<file path="src/rtl/aprs_path_alias_digipeat_assert.svh">
// Assertion macros for the APRS path-alias digipeat block.
`ifndef APRS_PATH_ALIAS_DIGIPEAT_ASSERT_SVH
`define APRS_PATH_ALIAS_DIGIPEAT_ASSERT_SVH

`ifndef SYNTHESIS

// Checked on every rising edge of clk, switched off while arst_n is low.
`define APD_ASSERT(label, prop, msg) \
	label: assert property (@(posedge clk) disable iff (!arst_n) (prop)) \
		else $error(msg);

// Checked on every rising edge of clk, also during reset.
`define APD_ASSERT_ALWAYS(label, prop, msg) \
	label: assert property (@(posedge clk) (prop)) else $error(msg);

`else

`define APD_ASSERT(label, prop, msg)
`define APD_ASSERT_ALWAYS(label, prop, msg)

`endif

`endif

</file>
<file path="src/rtl/apd_pkg.sv">
// Package: constants, types and shifted-ASCII codes for the path-alias digipeater.
`default_nettype none

package apd_pkg;

	// Highest hop count n accepted in WIDEn / SPn / DLn.
	localparam int unsigned MAX_HOPS = 3;

	localparam int unsigned ADDR_W = 56;
	localparam int unsigned APB_DW = 64;
	localparam int unsigned APB_AW = 4;

	// Register indexes (byte address 8*i, decoded on paddr[3]).
	localparam logic REG_DIGI_ENABLE = 1'b0;
	localparam logic REG_OWN_ADDRESS = 1'b1;

	// AX.25 address characters, ASCII shifted left by one.
	localparam logic [7:0] SH_W  = {7'h57, 1'b0};
	localparam logic [7:0] SH_I  = {7'h49, 1'b0};
	localparam logic [7:0] SH_D  = {7'h44, 1'b0};
	localparam logic [7:0] SH_E  = {7'h45, 1'b0};
	localparam logic [7:0] SH_1  = {7'h31, 1'b0};
	localparam logic [7:0] SH_SP = {7'h20, 1'b0};
	localparam logic [7:0] SH_R  = {7'h52, 1'b0};
	localparam logic [7:0] SH_L  = {7'h4C, 1'b0};
	localparam logic [7:0] SH_A  = {7'h41, 1'b0};
	localparam logic [7:0] SH_Y  = {7'h59, 1'b0};
	localparam logic [7:0] SH_S  = {7'h53, 1'b0};
	localparam logic [7:0] SH_P  = {7'h50, 1'b0};

	// SSID byte with reserved bits set and count zero.
	localparam logic [7:0] SSID_BASE = 8'h60;
	// SSID byte of WIDE1-1.
	localparam logic [7:0] SSID_WIDE11 = 8'h62;

	// RELAY in bytes 0..4 (byte 0 lowest).
	localparam logic [39:0] RELAY_PAT = {SH_Y, SH_A, SH_L, SH_E, SH_R};
	// WIDE1-1 as a full 7-byte address.
	localparam logic [ADDR_W-1:0] WIDE11_ADDR =
		{SSID_WIDE11, SH_SP, SH_1, SH_E, SH_D, SH_I, SH_W};

	// Legal range of the unshifted hop digit.
	localparam logic [6:0] HOP_LO = 7'h31;
	localparam logic [6:0] HOP_HI = 7'(7'h30 + MAX_HOPS);

	typedef enum logic [2:0] {
		RSN_FORWARDED = 3'd0,
		RSN_DISABLED  = 3'd1,
		RSN_REPEATED  = 3'd2,
		RSN_NO_ALIAS  = 3'd3,
		RSN_NO_N      = 3'd4,
		RSN_N_RANGE   = 3'd5,
		RSN_SSID_ZERO = 3'd6,
		RSN_DUPLICATE = 3'd7
	} reason_t;

	// Decision flags handed from the decision logic to the result register.
	typedef struct packed {
		logic    forward;
		logic    no_mark;
		reason_t reason;
	} decision_t;

endpackage

`default_nettype wire

</file>
<file path="src/rtl/apd_decide.sv">
// Combinational alias recognition, checks and address rewrite for one address.
`default_nettype none

module apd_decide
	import apd_pkg::*;
(
	input  wire logic              digi_enable,
	input  wire logic [ADDR_W-1:0] own_address,
	input  wire logic [ADDR_W-1:0] address,
	input  wire logic              seen_recently,
	output      decision_t         decision,
	output      logic [ADDR_W-1:0] address_new
);

	logic              is_relay;
	logic [ADDR_W-1:0] addr_r;
	logic              is_wide;
	logic              is_spdl;
	logic [7:0]        n_byte;
	logic [6:0]        hop;
	logic              hop_ok;
	logic [3:0]        cnt;
	logic [3:0]        cnt_dec;

	// RELAY is turned into WIDE1-1 before alias matching
	assign is_relay = (address[39:0] == RELAY_PAT);
	assign addr_r   = is_relay ? WIDE11_ADDR : address;

	// WIDEn: bytes 0..3 WIDE, byte 5 space, n in byte 4
	assign is_wide = (addr_r[7:0] == SH_W) && (addr_r[15:8] == SH_I) &&
		(addr_r[23:16] == SH_D) && (addr_r[31:24] == SH_E) &&
		(addr_r[47:40] == SH_SP);

	// SPn / DLn: byte 3 space, n in byte 2
	assign is_spdl = (addr_r[31:24] == SH_SP) &&
		(((addr_r[7:0] == SH_S) && (addr_r[15:8] == SH_P)) ||
		 ((addr_r[7:0] == SH_D) && (addr_r[15:8] == SH_L)));

	assign n_byte  = is_wide ? addr_r[39:32] : addr_r[23:16];
	assign hop     = n_byte[7:1];
	assign hop_ok  = (hop >= HOP_LO) && (hop <= HOP_HI);
	assign cnt     = addr_r[52:49];
	assign cnt_dec = cnt - 4'd1;

	// Checks in priority order; first failure sets the reason
	always_comb begin
		decision.forward = 1'b0;
		decision.no_mark = 1'b0;
		decision.reason  = RSN_FORWARDED;
		address_new      = address;
		if (!digi_enable) begin
			decision.reason = RSN_DISABLED;
		end else if (address[55]) begin
			decision.reason = RSN_REPEATED;
		end else begin
			address_new = addr_r;
			if (!is_wide && !is_spdl) begin
				decision.reason = RSN_NO_ALIAS;
			end else if (n_byte == SH_SP) begin
				decision.reason = RSN_NO_N;
			end else if (!hop_ok) begin
				decision.reason = RSN_N_RANGE;
			end else if (cnt == 4'd0) begin
				decision.reason = RSN_SSID_ZERO;
			end else if (seen_recently) begin
				decision.reason = RSN_DUPLICATE;
			end else begin
				decision.forward = 1'b1;
				if (cnt == 4'd1) begin
					// last hop: own call for n=1, else used-up SSID
					if (hop == HOP_LO) begin
						address_new = own_address;
					end else begin
						address_new[55:48] = SSID_BASE;
					end
				end else begin
					address_new[55:48] = SSID_BASE | {3'b000, cnt_dec, 1'b0};
					decision.no_mark   = 1'b1;
				end
			end
		end
	end

endmodule

`default_nettype wire

</file>
<file path="src/rtl/aprs_path_alias_digipeat.sv">
// Top level: APB registers, input register, decision logic and result register.
`default_nettype none
`include "aprs_path_alias_digipeat_assert.svh"

// APRS path-alias digipeater (WIDEn-N, SPn-N, DLn-N, RELAY).
// One address is taken per clock cycle: busy is always low, so start may be
// held high on consecutive cycles. Each transaction gives one result (input
// register, decision logic, result register), marked by a one-cycle done
// strobe; the receiver cannot stall and must capture the result in that
// cycle. Registers at byte address 0 (digi_enable, bit 0) and 8 (own_address,
// bits 55:0) are to be written over APB only while no transaction is in
// flight, which the block does not enforce; paddr bit 3 selects the register.

module aprs_path_alias_digipeat
	import apd_pkg::*;
(
	input  wire logic              clk,
	input  wire logic              arst_n,
	// command channel
	input  wire logic              start,
	output      logic              busy,
	input  wire logic [ADDR_W-1:0] address_in,
	input  wire logic              seen_recently,
	// result channel
	output      logic              done,
	output      logic              forward,
	output      logic              no_mark,
	output      logic [ADDR_W-1:0] address_out,
	output      logic [2:0]        reason,
	// configuration
	input  wire logic              psel,
	input  wire logic              penable,
	input  wire logic              pwrite,
	input  wire logic [APB_AW-1:0] paddr,
	input  wire logic [APB_DW-1:0] pwdata,
	output      logic [APB_DW-1:0] prdata,
	output      logic              pready
);

	logic              digi_enable_q;
	logic [ADDR_W-1:0] own_address_q;
	logic              cfg_wr;

	logic              valid_s1;
	logic [ADDR_W-1:0] address_s1;
	logic              seen_s1;

	decision_t         decision;
	logic [ADDR_W-1:0] address_new;

	logic              valid_s2;
	decision_t         decision_s2;
	logic [ADDR_W-1:0] address_s2;

	assign busy   = 1'b0;
	assign pready = 1'b1;
	assign cfg_wr = psel && penable && pwrite && pready;

	// Configuration registers
	always_ff @(posedge clk or negedge arst_n) begin
		if (!arst_n) begin
			digi_enable_q <= 1'b0;
			own_address_q <= '0;
		end else if (cfg_wr) begin
			if (paddr[3] == REG_DIGI_ENABLE) begin
				digi_enable_q <= pwdata[0];
			end else begin
				own_address_q <= pwdata[ADDR_W-1:0];
			end
		end
	end

	// Read back
	always_comb begin
		if (paddr[3] == REG_OWN_ADDRESS) begin
			prdata = {{(APB_DW-ADDR_W){1'b0}}, own_address_q};
		end else begin
			prdata = {{(APB_DW-1){1'b0}}, digi_enable_q};
		end
	end

	// Input register
	always_ff @(posedge clk or negedge arst_n) begin
		if (!arst_n) begin
			valid_s1 <= 1'b0;
		end else begin
			valid_s1 <= start && !busy;
		end
	end

	always_ff @(posedge clk) begin
		if (start && !busy) begin
			address_s1 <= address_in;
			seen_s1    <= seen_recently;
		end
	end

	// Decision logic
	apd_decide u_decide (
		.digi_enable   (digi_enable_q),
		.own_address   (own_address_q),
		.address       (address_s1),
		.seen_recently (seen_s1),
		.decision      (decision),
		.address_new   (address_new)
	);

	// Result register
	always_ff @(posedge clk or negedge arst_n) begin
		if (!arst_n) begin
			valid_s2 <= 1'b0;
		end else begin
			valid_s2 <= valid_s1;
		end
	end

	always_ff @(posedge clk) begin
		if (valid_s1) begin
			decision_s2 <= decision;
			address_s2  <= address_new;
		end
	end

	assign done        = valid_s2;
	assign forward     = decision_s2.forward;
	assign no_mark     = decision_s2.no_mark;
	assign address_out = address_s2;
	assign reason      = decision_s2.reason;

	// Checks
	`APD_ASSERT(a_result_follows, valid_s1 |=> done, "accepted transaction gave no result")
	`APD_ASSERT(a_nomark_fwd, (done && no_mark) |-> forward, "no_mark set on a rejected address")
	`APD_ASSERT(a_fwd_reason, done |-> (forward == (reason == RSN_FORWARDED)), "forward and reason disagree")
	`APD_ASSERT(a_disabled, (done && digi_enable_q) |-> (reason != RSN_DISABLED), "disabled reason while enabled")
	`APD_ASSERT_ALWAYS(a_never_busy, !busy, "busy raised")

endmodule

`default_nettype wire
</file>
<file path="config.mk">
export PLATFORM = sky130hd
export DESIGN_NAME = aprs_path_alias_digipeat
export DESIGN_NICKNAME = d
export VERILOG_FILES = /design/src/rtl/apd_pkg.sv /design/src/rtl/apd_decide.sv /design/src/rtl/aprs_path_alias_digipeat.sv
export VERILOG_INCLUDE_DIRS = /design/src /design/src/rtl
export SDC_FILE = /design/constraint.sdc
export NUM_CORES = 1
export LEC_CHECK = 0
export ABC_CLOCK_PERIOD_IN_PS = 3190
export BUFFER_PORTS_ARGS = -buffer_cell sky130_fd_sc_hd__buf_2
export CORE_MARGIN = 2
export CORE_UTILIZATION = 32
export CTS_CLUSTER_DIAMETER = 30
export DETAILED_ROUTE_END_ITERATION = 7
export HOLD_SLACK_MARGIN = 0.15
export SYNTH_ARGS = -nofsm -noshare
export SYNTH_HDL_FRONTEND = slang
export SYNTH_HIERARCHICAL = 1
export SYNTH_SLANG_ARGS = --single-unit
</file>
<file path="constraint.sdc">
create_clock -name clk -period 3.19 [get_ports clk]
set_input_delay 0.1595 -clock clk [delete_from_list [all_inputs] [get_ports clk]]
set_output_delay 0.1595 -clock clk [all_outputs]
set_load 0.02 [all_outputs]
</file>
Word level (Yosys, flattened, before mapping)
Cells that the tools add are included.
{"block": "word_totals", "ff_bits": 177, "in_bits": 131, "output_inout_bits": 128, "elab_cells": 73}
{"block": "classes", "add_sub_neg": 1, "order_cmp": 2, "n_eq_ne": 14, "muxes": 22, "bitwise_logic": 3, "n_reduce_logical": 20}
{"cell": "56-bit 2-to-1 mux", "n": 9}
{"cell": "48-bit 2-to-1 mux", "n": 2}
{"cell": "8-bit equality test (second input constant)", "n": 8}
{"cell": "40-bit equality test (second input constant)", "n": 1}
{"cell": "8-bit by 7-bit equality test with 1-bit output (second input constant)", "n": 3}
{"cell": "8-bit 2-to-1 mux", "n": 3}
{"cell": "3-bit 2-to-1 mux", "n": 4}
{"cell": "1-bit logical AND", "n": 11}
{"cell": "7-bit by 6-bit equality test with 1-bit output (second input constant)", "n": 1}
{"cell": "7-bit by 6-bit >= comparator with 1-bit output (second input constant)", "n": 1}
{"cell": "7-bit by 6-bit less-or-equal comparator with 1-bit output (second input constant)", "n": 1}
{"cell": "7-bit OR reduction", "n": 1}
{"cell": "2-bit 2-to-1 mux", "n": 3}
{"cell": "6-bit OR reduction", "n": 1}
{"cell": "4-bit by 1-bit equality test with 1-bit output (second input constant)", "n": 1}
{"cell": "4-bit logical NOT", "n": 1}
{"cell": "2-bit AND reduction", "n": 2}
{"cell": "4-bit by 1-bit subtractor with 4-bit output (second input constant)", "n": 1}
{"cell": "1-bit NOT", "n": 3}
{"cell": "3-bit OR reduction", "n": 1}
{"cell": "1-bit logical NOT", "n": 2}
{"cell": "1-bit logical OR", "n": 1}
{"cell": "1-bit 2-to-1 mux", "n": 1}

Longest topological paths before layout
Gate-level depths: netlist (run 1).
{"block": "logic_depth", "word_depth": 18, "depth_mapped": 11, "mapped_depth_nobuf": 11}

Modules after synthesis
Netlist (run 1), hierarchy kept.
{"mod": "aprs_path_alias_digipeat", "n_inst": 1, "cells_each": 316, "area_per_inst_um2": 6348.6, "seq_area_each_um2": 5019.8}
{"mod": "apd_decide", "n_inst": 1, "cells_each": 214, "area_per_inst_um2": 1649.1, "seq_area_each_um2": 0.0}

Worst setup path after synthesis (run 1)
No wires, ideal clock.
{"block": "synth_timing", "path_type": "register to register", "from": "register address_s1[12]", "to": "register address_s2[37] (netlist: address_out[37]), data pin", "setup_time_ns": 0.262, "arrival_ns": 3.053, "required_ns": 2.928, "slack_ns": -0.125, "path_stages_with_launch": 12, "cell_sequence": "edfxtp_1 -> or4b_1 -> nor4_4 -> nand4_1 -> nand2b_1 -> ha_1 -> o21ai_2 -> nor4_4 -> nand3_4 -> nor2_8 -> buf_6 -> mux2_1"}
{"block": "synth_between", "elab_chain_len": 18}
{"element": "start: declaration", "line": "aprs_path_alias_digipeat.sv:45", "source": "logic [ADDR_W-1:0] address_s1;"}
{"element": "start signal: assignment", "line": "aprs_path_alias_digipeat.sv:93", "source": "address_s1 <= address_in;"}
{"element": "40-bit equality test", "line": "apd_decide.sv:26", "source": "assign is_relay = (address[39:0] == RELAY_PAT);"}
{"element": "56-bit 2-to-1 mux (*)", "line": "apd_decide.sv:27", "source": "assign addr_r = is_relay ? WIDE11_ADDR : address;"}
{"element": "8-bit equality test", "line": "apd_decide.sv:30", "source": "assign is_wide = (addr_r[7:0] == SH_W) && (addr_r[15:8] == SH_I) &&"}
{"element": "1-bit logical AND (2 in a row)", "line": "apd_decide.sv:30"}
{"element": "1-bit logical AND (2 in a row)", "line": "apd_decide.sv:31", "source": "(addr_r[23:16] == SH_D) && (addr_r[31:24] == SH_E) &&"}
{"element": "8-bit 2-to-1 mux", "line": "apd_decide.sv:39", "source": "assign n_byte = is_wide ? addr_r[39:32] : addr_r[23:16];"}
{"element": "7-bit by 6-bit equality test with 1-bit output", "line": "apd_decide.sv:71", "source": "if (hop == HOP_LO) begin"}
{"element": "48-bit 2-to-1 mux", "line": "apd_decide.sv:71"}
{"element": "48-bit 2-to-1 mux", "line": "apd_decide.sv:69", "source": "if (cnt == 4'd1) begin"}
{"element": "56-bit 2-to-1 mux", "line": "apd_decide.sv:65", "source": "end else if (seen_recently) begin"}
{"element": "56-bit 2-to-1 mux", "line": "apd_decide.sv:63", "source": "end else if (cnt == 4'd0) begin"}
{"element": "56-bit 2-to-1 mux", "line": "apd_decide.sv:61", "source": "end else if (!hop_ok) begin"}
{"element": "56-bit 2-to-1 mux", "line": "apd_decide.sv:59", "source": "end else if (n_byte == SH_SP) begin"}
{"element": "56-bit 2-to-1 mux (*)", "line": "apd_decide.sv:57", "source": "if (!is_wide && !is_spdl) begin"}
{"element": "56-bit 2-to-1 mux (*)", "line": "apd_decide.sv:53", "source": "end else if (address[55]) begin"}
{"element": "56-bit 2-to-1 mux (*)", "line": "apd_decide.sv:51", "source": "if (!digi_enable) begin"}
{"element": "named net address_new[37]", "line": "aprs_path_alias_digipeat.sv:49", "source": "logic [ADDR_W-1:0] address_new;"}
{"element": "end signal: assignment", "line": "aprs_path_alias_digipeat.sv:120", "source": "address_s2 <= address_new;"}
{"element": "end: declaration", "line": "aprs_path_alias_digipeat.sv:53", "source": "logic [ADDR_W-1:0] address_s2;"}
The timed path passes the listed nets; every way through them passes the cells marked *.
A chain may end at the register's enable or synchronous reset.

Final worst setup path (run 1)
{"block": "layout_timing", "from": "register address_s1[6]", "to": "register address_s2[22] (netlist: address_out[22]), data pin"}
Same word-level chain as after synthesis.

==> qor.csv, run 1 <==
stage,metric,value,unit
route,final routed wire length divided by cell count,18.7,um
synthesis,sequential share of the synthesized area,62.8,%
timing,setup TNS,-0.0445,ns
clock_network,H-Tree Depth,4,
synthesis,distinct cell type count after synthesis,67,
route,DRT Pass-1 Iters,7,
route,starting DRC count in detailed routing,368,
cells_and_area,Syn-to-layout area delta,47.6,%
synthesis,top-count cell post-synth,edfxtp_1,
power,P per Cell Area,531,mW/mm2
clock_network,worst skew pair latency,0.43,ns
die,Core Rows,57,
clock_network,"Reg clk slew, reported paths",0.08,ns
route,vias per cell,4.68,
synthesis,"Top FF cell, synth",edfxtp_1,
critical_path,worst path required time,3.36,ns
critical_path,CP peak stage delay,0.59,ns
global_routing,GRT overflow,0,
die,Initial Util,32.7,%
synthesis,"EDFF count, synth",118,
route,Post-Route WL,24.0,mm
placement,total placed cells including tap cells,1120,
clock_network,Clock Sinks,177,
run_status,failing checks,setup timing,
critical_path,internal reg-to-reg setup slack,-0.03,ns
clock_network,Num CTS Buffers,17,
run_status,status,"complete, but fails checks",
die,chip width,162,um
critical_path,CP Class,reg -> reg,
critical_path,Worst R2R Start,address_s1[6],
flow_run,Max Cap Viol,0,
timing,Rel. slew slack,26.9,%
synthesis,commonest cells in the netlist,"118 x edfxtp_1, 59 x dfrtp_1, 57 x and2_1",
cells_and_area,Final Instance Count excl. Fillers,1280,
critical_path,"Largest delay share family, worst path",simple AND/OR/NAND/NOR gates,
global_routing,vias in the first global route,6254,
critical_path,cells on worst reg2reg path,10,
placement,port buffer count,237,
global_routing,antenna violations before repair,0,
critical_path,Worst Setup SP,address_s1[6],
route,vias after detailed routing,5995,
synthesis,Post-synth ARST share,33.3,%
critical_path,Crit. End Element,register,
clock_network,TritonCTS clock tree,done,
die,core outline area,0.0245,mm2
critical_path,number of cells on the critical path,10,
critical_path,slowest CP cell,or4_4,
die,Die Y,162,um
route,Post-DRT Antenna Nets,0,
critical_path,Worst Setup Start Kind,register,
cells_and_area,final net count,1077,
global_routing,first-pass GRT wire length,36.4,mm
timing,Fin. Hold Viols,0,
cells_and_area,ANT cells,0,
die,io pins,259,
synthesis,Seq cells post-synth,177,
cells_and_area,fillers,2151,
synthesis,"area leader, netlist",edfxtp_1,
synthesis,synthesized area,0.00800,mm2
timing,Clock Skews,0.0135,ns
placement,Place WS,-0.251,ns
synthesis,synthesized netlist cell count,530,
critical_path,CP arrival,3.39,ns
power,Lkg Pwr,5.23,nW
timing,minimum clock period,3.22,ns
synthesis,Synthesis Warnings,6,
timing,Max Slew Vio Count,0,
route,DRC,0,
power,maximum resistive drop on vdd,0.320,mV
clock_network,Clock Path Buffers,2,
timing,worst setup margin,-0.0274,ns
synthesis,"top cells by area, synth","edfxtp_1 44%, dfrtp_1 18%, mux2_4 9.6%",
synthesis,Synth Area per Inst,15.1,um2
critical_path,worst setup path endpoint,address_out[22],
placement,Placer Congestion,0.906,
critical_path,critical-path maximum fanout,6,
cells_and_area,share of cells above drive strength 1,46.7,%
min_path,hold crit path type,in -> reg,
timing,# setup viols final,4,
critical_path,worst path cell trace,or4_4 > buf_4 > nor4_4 > and4_4 > a31oi_1 > nor4_4 > nand3_4 > buf_4 > or3_1 > o2bb2ai_1,
synthesis,area share of the largest cell type after synthesis,44.3,%
timing,RSZ-0062 raised after global routing,yes,
cells_and_area,final core utilization,48.3,%
clock_network,root buffer cell,clkbuf_16,
global_routing,largest net degree at the start of global routing,63,
critical_path,"Buf+Inv Stages, Crit Path",2,
critical_path,Reg-to-Reg End,address_out[22],
die,Die ar.,0.0263,mm2
timing,Final period util,101,%
timing,worst-margin pin slew,1.10,ns
global_routing,Tot GR Track Use,18.4,%
placement,post-DP HPWL,16.3,mm
timing,Highest Clock Rate,311,MHz
final cells by class:
type	count	area [um2]	area share (%)
sequential	177	5020	42.6
multi-input combinational	326	2920	24.7
timing repair buffer	414	2860	24.2
clock buffer	17	425	3.60
tap	324	405	3.43
clock inverter	15	148	1.25
inverter	7	26.3	0.223
worst min path at each step:
stage,endpoint,depth (start not counted),start
4_1_cts,valid_s1,1,start
5_1_grt,valid_s1,1,start
3_3_place_gp,own_address_q[40],1,arst_n
2_1_floorplan,digi_enable_q,0,arst_n
6_report,valid_s1,1,start
3_5_place_dp,own_address_q[40],1,arst_n
stage by stage:
| step | power [W] | hold WS [ns] | cell area (um2) |
|---|---|---|---|
| 6_report | 0.00627 | 0.248 | 11800 |
| 5_1_grt | 0.00655 | 0.274 | 11800 |
| 4_1_cts | 0.00631 | 0.252 | 11600 |
| 3_5_place_dp | 0.00410 | 0.329 | 9800 |
| 3_3_place_gp | 0.00408 | 0.326 | 9800 |
| 2_1_floorplan | 0.00363 | -0.136 | 8030 |
power by group:
part	total, W	internal (W)	leakage, nW	switching (W)
Combinational	0.00118	0.000611	3.10	0.000573
Clock	0.00208	0.00110	0.267	0.000983
Sequential	0.00301	0.00277	1.86	0.000236
sequential cells by signal (all words and copies together), names as in the netlist:
name	cells
done	1
reason	3
own_address_q	56
address_out	56
address_s1	56
seen_s1	1
valid_s1	1
no_mark	1
forward	1
digi_enable_q	1
layout by cell type (no fill, tap or decap), types with 3 or more instances in the layout:
master,n
buf_2,235
edfxtp_1,118
dlygate4sd3_1,115
dfrtp_1,58
buf_4,58
and2_1,57
mux2_4,51
mux2_2,20
clkbuf_16,17
nor2_1,15
nand2_1,14
conb_1,10
a22o_1,10
a21o_1,9
o22a_1,8
inv_1,7
nor3_1,7
a31o_2,7
nor4_1,6
a21oi_1,6
clkinvlp_4,5
inv_6,5
nand2b_1,5
nand3_1,5
nor4b_1,4
o21a_1,4
a31oi_1,4
or3_1,4
o2bb2ai_1,4
nand4_1,3
buf_12,3
nor4_4,3
and3_1,3
o31ai_1,3
nor2b_1,3
o21ai_0,3
logic make-up after synthesis:
| group | share of synthesized area [%] |
|---|---|
| simple gates | 13.2 |
| compound gates | 7.34 |
| xor+xnor | 0.110 |
| other cells | 0.0939 |
| flops | 62.8 |
| fa+ha+maj | 0.469 |
| buf+inv | 3.22 |
| mux | 12.8 |
what timing repair did:
item	4_1_cts	5_1_grt
hold buffers	115	0
resized for setup	7	28
hold endpoints to repair	173	0
endpoints found under the setup margin	43	56
cloned	0	1
pin swaps	2	16
setup buffers	4	9
layer usage:
metal  routed length [um]  part of all wire, %  vias up  track usage (%)
li1                     -                    -     2825                -
met1                10500                   44     2896             23.8
met2                11700                   49      249             31.2
met3                 1560                  6.5       25             4.80
met4                  302                  1.3        0             4.10
met5                    0                    0        -                0
No activity file was read; power rests on OpenSTA's default activity.
==> inputs of run 2 (changes only) <==
Settings changed: SETUP_SLACK_MARGIN from default to 0.05.
==> qor.csv, run 2 (same netlist as run 1, synthesis figures left out) <==
stage,metric,value,unit,change
run_status,status,"complete, but fails checks",,
run_status,failing checks,setup timing,,
route,DRC,0,,unchanged
critical_path,cells on worst reg2reg path,9,,-1
route,Post-DRT Antenna Nets,0,,unchanged
power,maximum resistive drop on vdd,0.248,mV,-22%
route,final routed wire length divided by cell count,18.7,um,-0.31%
cells_and_area,final net count,1079,,+0.19%
route,DRT Pass-1 Iters,4,,-3
timing,Final period util,100,%,-0.56 points
die,core outline area,0.0245,mm2,unchanged
placement,dpl cell area,0.00980,mm2,about the same
flow_run,Max Cap Viol,0,,unchanged
timing,Fin. Hold Viols,0,,unchanged
timing,Clock Skews,0.0137,ns,+0.000236 ns
cells_and_area,fillers,2187,,+1.7%
global_routing,antenna violations before repair,0,,unchanged
clock_network,"Reg clk slew, reported paths",0.07,ns,about the same
die,io pins,259,,unchanged
timing,RSZ-0062 raised after global routing,yes,,
cells_and_area,fin area,0.0118,mm2,-0.16%
min_path,hold crit path type,in -> reg,,
critical_path,CP arrival,3.38,ns,about the same
placement,port buffer count,237,,unchanged
clock_network,TritonCTS clock tree,done,,
critical_path,Crit. End Element,register,,
global_routing,largest net degree at the start of global routing,63,,unchanged
timing,# setup viols final,2,,-2
cells_and_area,Syn-to-layout area delta,47.4,%,
die,Core Rows,57,,unchanged
timing,minimum clock period,3.20,ns,-0.0179 ns
global_routing,vias in the first global route,6114,,-2.2%
global_routing,first-pass GRT wire length,35.9,mm,-1.5%
global_routing,M3 GR Usage,4.39,%,-0.41 points
global_routing,met1 GRT Util,23.8,%,about the same
die,Die ar.,0.0263,mm2,unchanged
cells_and_area,ANT cells,0,,unchanged
critical_path,CP Class,reg -> reg,,
placement,post-DP HPWL,16.2,mm,-0.22%
clock_network,worst skew pair latency,0.43,ns,about the same
critical_path,Worst Setup SP,address_s1[28],,
cells_and_area,"commonest non-fill, non-tap cell in the layout",buf_2,,
clock_network,Clock Path Buffers,2,,unchanged
clock_network,Num CTS Buffers,17,,unchanged
timing,worst-margin pin slew,1.03,ns,-0.0684 ns
die,Initial Util,32.7,%,unchanged
power,Tot Pwr,0.00626,W,-0.25%
timing,Highest Clock Rate,313,MHz,+0.56%
timing,Max Slew Vio Count,0,,unchanged
clock_network,Clock Sinks,177,,unchanged
route,starting DRC count in detailed routing,404,,+9.8%
global_routing,GRT overflow,0,,unchanged
power,Lkg Pwr,5.22,nW,-0.18%
cells_and_area,share of cells above drive strength 1,46.7,%,about the same
critical_path,critical-path maximum fanout,7,,+1
timing,Rel. slew slack,31.4,%,+4.6 points
timing,worst setup margin,-0.00944,ns,+0.0179 ns
die,chip width,162,um,unchanged
global_routing,gr busiest metal,met2,,
power,P per Cell Area,531,mW/mm2,about the same
cells_and_area,most frequent cells in the layout,"235 x buf_2, 118 x edfxtp_1, 116 x dlygate4sd3_1",,
die,Die Y,162,um,unchanged
placement,Placer Congestion,0.888,,-1.9%
clock_network,root buffer cell,clkbuf_16,,
critical_path,worst path required time,3.37,ns,about the same
clock_network,H-Tree Depth,4,,unchanged
route,vias after detailed routing,6002,,+0.12%
critical_path,Worst Setup Start Kind,register,,
global_routing,GRT met2 Usage,30.6,%,-0.60 points
min_path,critical hold path startpoint,start,,
global_routing,Tot GR Track Use,18.2,%,-0.24 points
route,Post-Route WL,24.0,mm,-0.15%
critical_path,Worst R2R Start,address_s1[28],,
route,vias per cell,4.68,,about the same
min_path,WHS Path Cells,1,,unchanged
run 2: cell types whose count changed in the layout (fill, tap and decap cells not counted), sizes merged:
cell,change
buf,+2
nand2,-1
dlygate4sd3,+1
run 2: where the power goes:
group          switching, W  total (W)  internal [W]
Sequential         0.000238    0.00301       0.00277
Combinational      0.000566    0.00118      0.000612
Clock              0.000972    0.00207       0.00110
Total               0.00178    0.00626       0.00448
run 2: worst max-delay path, cell delays in order (launching register included):
cell and delay [ns]:
edfxtp_1 0.38, or4b_4 0.61, nor4_4 0.37, and4_4 0.29
a31oi_2 0.12, nor4_4 0.38, nand3_4 0.16, nor2_8 0.14
buf_12 0.16, mux2_2 0.33
run 2: timing repair:
| action | 4_1_cts | 5_1_grt |
|---|---|---|
| hold buffers | 116 | 0 |
| endpoints found under the setup margin | 47 | 55 |
| buffers inserted | 9 | 5 |
| pin swaps | 11 | 9 |
| endpoints found under the hold margin | 173 | 0 |
| resized for setup | 16 | 13 |
| gates cloned | 0 | 0 |
run 2: final timing paths:
check	endpoint	slack [ns]
worst max-delay path	address_out[5]	-0.009
worst min-delay path	valid_s1	0.27
worst max register to register	address_out[5]	-0.009
worst min register to register	own_address_q[54]	0.53
max in group asynchronous	valid_s1	2.20
min in group asynchronous	own_address_q[36]	0.38
run 2: per-layer routing:
layer	wire, um	part of all wire (%)
met3	1400	5.9
met2	11700	49
met5	0	0
met1	10600	44
met4	289	1.2
run 2: per-stage QoR:
| stage | cells | setup TNS (ns) | setup WS (ns) | utilization [%] | hold WS [ns] |
|---|---|---|---|---|---|
| after floorplan | 538 | 0 | 0.0356 | - | -0.136 |
| after global routing | 1282 | -2.68 | -0.108 | 48.2 | 0.288 |
| after CTS | 1277 | -0.0299 | -0.0112 | 47.8 | 0.255 |
| final | 1282 | -0.0112 | -0.00944 | 48.2 | 0.273 |
| after detailed placement | 1120 | -4.25 | -0.246 | 40.1 | 0.326 |
| after global placement | 1120 | -2.65 | -0.167 | 40.1 | 0.323 |
run 2: final cells by class:
| type | instances | area (um2) | share of cell area, % |
|---|---|---|---|
| timing repair buffer | 417 | 2890 | 24.5 |
| tap | 324 | 405 | 3.44 |
| sequential | 177 | 5020 | 42.6 |
| inverter | 7 | 26.3 | 0.223 |
| clock inverter | 15 | 148 | 1.25 |
| clock buffer | 17 | 425 | 3.61 |
| multi-input combinational | 325 | 2870 | 24.3 |
==> inputs of run 3 (changes only) <==
==> constraint.sdc (replaced) <==
create_clock -name clk -period 3.19 [get_ports clk]
set_input_delay 0.7975 -clock clk [delete_from_list [all_inputs] [get_ports clk]]
set_output_delay 0.7975 -clock clk [all_outputs]
set_load 0.02 [all_outputs]
==> qor.csv, run 3 (same netlist as run 1, synthesis figures left out) <==
stage,metric,value,unit,change
global_routing,antenna violations before repair,4,,+4
die,io pins,259,,unchanged
global_routing,largest net degree at the start of global routing,63,,unchanged
critical_path,Crit. End Element,register,,
critical_path,Worst R2R Start,address_s1[6],,
route,Post-DRT Antenna Nets,0,,unchanged
cells_and_area,final net count,992,,-8.1%
timing,worst-margin pin slew,0.923,ns,-0.105 ns
power,Sw Ratio,27.7,%,-0.73 points
placement,Placer Congestion,0.860,,-3.2%
timing,Highest Clock Rate,306,MHz,-2.1%
critical_path,Worst Setup Start Kind,register,,
critical_path,Reg-to-Reg End,address_out[5],,
timing,worst-case hold slack,0.474,ns,+0.200 ns
clock_network,TritonCTS clock tree,done,,
die,chip width,162,um,unchanged
timing,# setup viols final,25,,+23
route,Post-Route WL,23.0,mm,-4.1%
global_routing,Tot GR Track Use,17.5,%,-0.70 points
critical_path,CP arrival,3.45,ns,+0.07 ns
clock_network,Clock Path Buffers,2,,unchanged
critical_path,worst path required time,3.38,ns,about the same
clock_network,worst skew pair latency,0.43,ns,about the same
timing,Rel. slew slack,38.4,%,+7.0 points
placement,total placed cells including tap cells,1142,,+2.0%
die,Core Rows,57,,unchanged
route,vias per cell,4.70,,+0.45%
placement,post-DP HPWL,16.6,mm,+2.0%
power,cell internal pwr,0.00444,W,-0.95%
power,P per Cell Area,561,mW/mm2,+5.7%
cells_and_area,Syn-to-layout area delta,36.7,%,
timing,Max Slew Vio Count,0,,unchanged
die,core outline area,0.0245,mm2,unchanged
route,starting DRC count in detailed routing,313,,-23%
route,DRT Pass-1 Iters,5,,+1
timing,Clock Skews,0.0101,ns,-0.00359 ns
timing,Final period util,102,%,+2.1 points
placement,port buffer count,237,,unchanged
clock_network,hold buffer count at cts,0,,-100%
critical_path,critical-path maximum fanout,8,,+1
clock_network,root buffer cell,clkbuf_16,,
power,NetSw,0.00170,W,-4.5%
critical_path,internal reg-to-reg setup slack,-0.08,ns,-0.07 ns
clock_network,H-Tree Depth,4,,unchanged
cells_and_area,most frequent cells in the layout,"235 x buf_2, 118 x edfxtp_1, 81 x buf_4",,
die,Die ar.,0.0263,mm2,unchanged
run_status,status,"complete, but fails checks",,
placement,Place WS,-0.228,ns,+0.0181 ns
cells_and_area,"commonest non-fill, non-tap cell in the layout",buf_2,,
critical_path,CP Class,reg -> reg,,
global_routing,first-pass GRT wire length,34.1,mm,-4.8%
route,vias after detailed routing,5629,,-6.2%
power,Lkg Pwr,4.89,nW,-6.2%
route,final routed wire length divided by cell count,19.2,um,+2.7%
global_routing,GRT overflow,0,,unchanged
die,Initial Util,32.7,%,unchanged
power,sequential power share,48.9,%,+0.8 points
route,DRC,0,,unchanged
clock_network,Clock Sinks,177,,unchanged
timing,worst setup margin,-0.0778,ns,-0.0683 ns
cells_and_area,Final Instance Count excl. Fillers,1197,,-6.6%
cells_and_area,share of cells above drive strength 1,54.4,%,+7.8 points
timing,Fin. Hold Viols,0,,unchanged
die,Die Y,162,um,unchanged
clock_network,Num CTS Buffers,17,,unchanged
run_status,failing checks,setup timing,,
min_path,hold crit path type,in -> async,,
timing,minimum clock period,3.27,ns,+0.0683 ns
timing,RSZ-0062 raised after global routing,yes,,
clock_network,"Reg clk slew, reported paths",0.07,ns,about the same
critical_path,cells on worst reg2reg path,11,,+2
power,Logic pwr share,17.9,%,-0.9 points
power,maximum resistive drop on vdd,0.261,mV,+5.1%
global_routing,vias in the first global route,5631,,-7.9%
flow_run,Max Cap Viol,0,,unchanged
power,clock share of power,33.2,%,about the same
run 3: metrics by stage:
step	TNS (ns)	utilization (%)	power, W	cell area (um2)
floorplan	0	-	0.00363	8030
global placement	-4.45	40.9	0.00410	9990
detailed placement	-7.25	40.9	0.00412	9990
CTS	-2.71	44.0	0.00619	10800
global route	-4.67	44.7	0.00640	10900
finish	-0.983	44.7	0.00613	10900
run 3: final cells by class:
type,instances,area (um2)
Clock buffer,21,460
Sequential cell,177,5020
Tap cell,324,405
Clock inverter,11,105
Antenna cell,2,5.00
Timing Repair Buffer,329,2000
Multi-Input combinational cell,326,2910
Fill cell,2279,13500
Inverter,7,26.3
run 3: worst max-delay path, cell delays in order (launching register included):
cell and delay, ns:
edfxtp_1 0.39, or4_4 0.59, buf_4 0.16, nor4_2 0.13, buf_4 0.17, and4_4 0.26, a31oi_4 0.11, nor4_4 0.38
nand3_4 0.15, nor2_8 0.18, buf_12 0.17, mux2_2 0.33
run 3: what timing repair did:
action	4_1_cts	5_1_grt
setup endpoints to repair	49	60
pin swaps	10	13
cloned	1	1
gates resized for setup	20	18
buffers inserted	10	9
run 3: power groups by stage:
stage / clock network (W) / registers (W) / logic (W)
floorplan: 0 / 0.00306 / 0.000571
global placement: 0 / 0.00304 / 0.00106
detailed placement: 0 / 0.00305 / 0.00107
CTS: 0.00209 / 0.00300 / 0.00109
global route: 0.00218 / 0.00305 / 0.00118
finish: 0.00204 / 0.00300 / 0.00110
run 3: per-layer routing:
| layer | wire (um) | global-route usage (%) | vias up | part of all wire [%] |
|---|---|---|---|---|
| met2 | 10800 | 28.2 | 217 | 47 |
| met3 | 1730 | 5.23 | 19 | 7.5 |
| li1 | - | - | 2660 | - |
| met1 | 10200 | 23.2 | 2729 | 44 |
| met4 | 227 | 4.47 | 4 | 0.99 |
| met5 | 27 | 0 | - | 0.12 |
run 3: worst max path at each step:
stage / endpoint / slack, ns / depth (start not counted) / from
6_report: address_out[5] / -0.08 / 11 / address_s1[6]
3_3_place_gp: address_out[22] / -0.17 / 11 / address_s1[8]
2_1_floorplan: address_out[37] / 0.04 / 11 / address_s1[12]
3_5_place_dp: address_out[22] / -0.23 / 11 / address_s1[8]
5_1_grt: address_out[7] / -0.17 / 11 / address_s1[6]
4_1_cts: address_out[37] / -0.13 / 11 / address_s1[8]
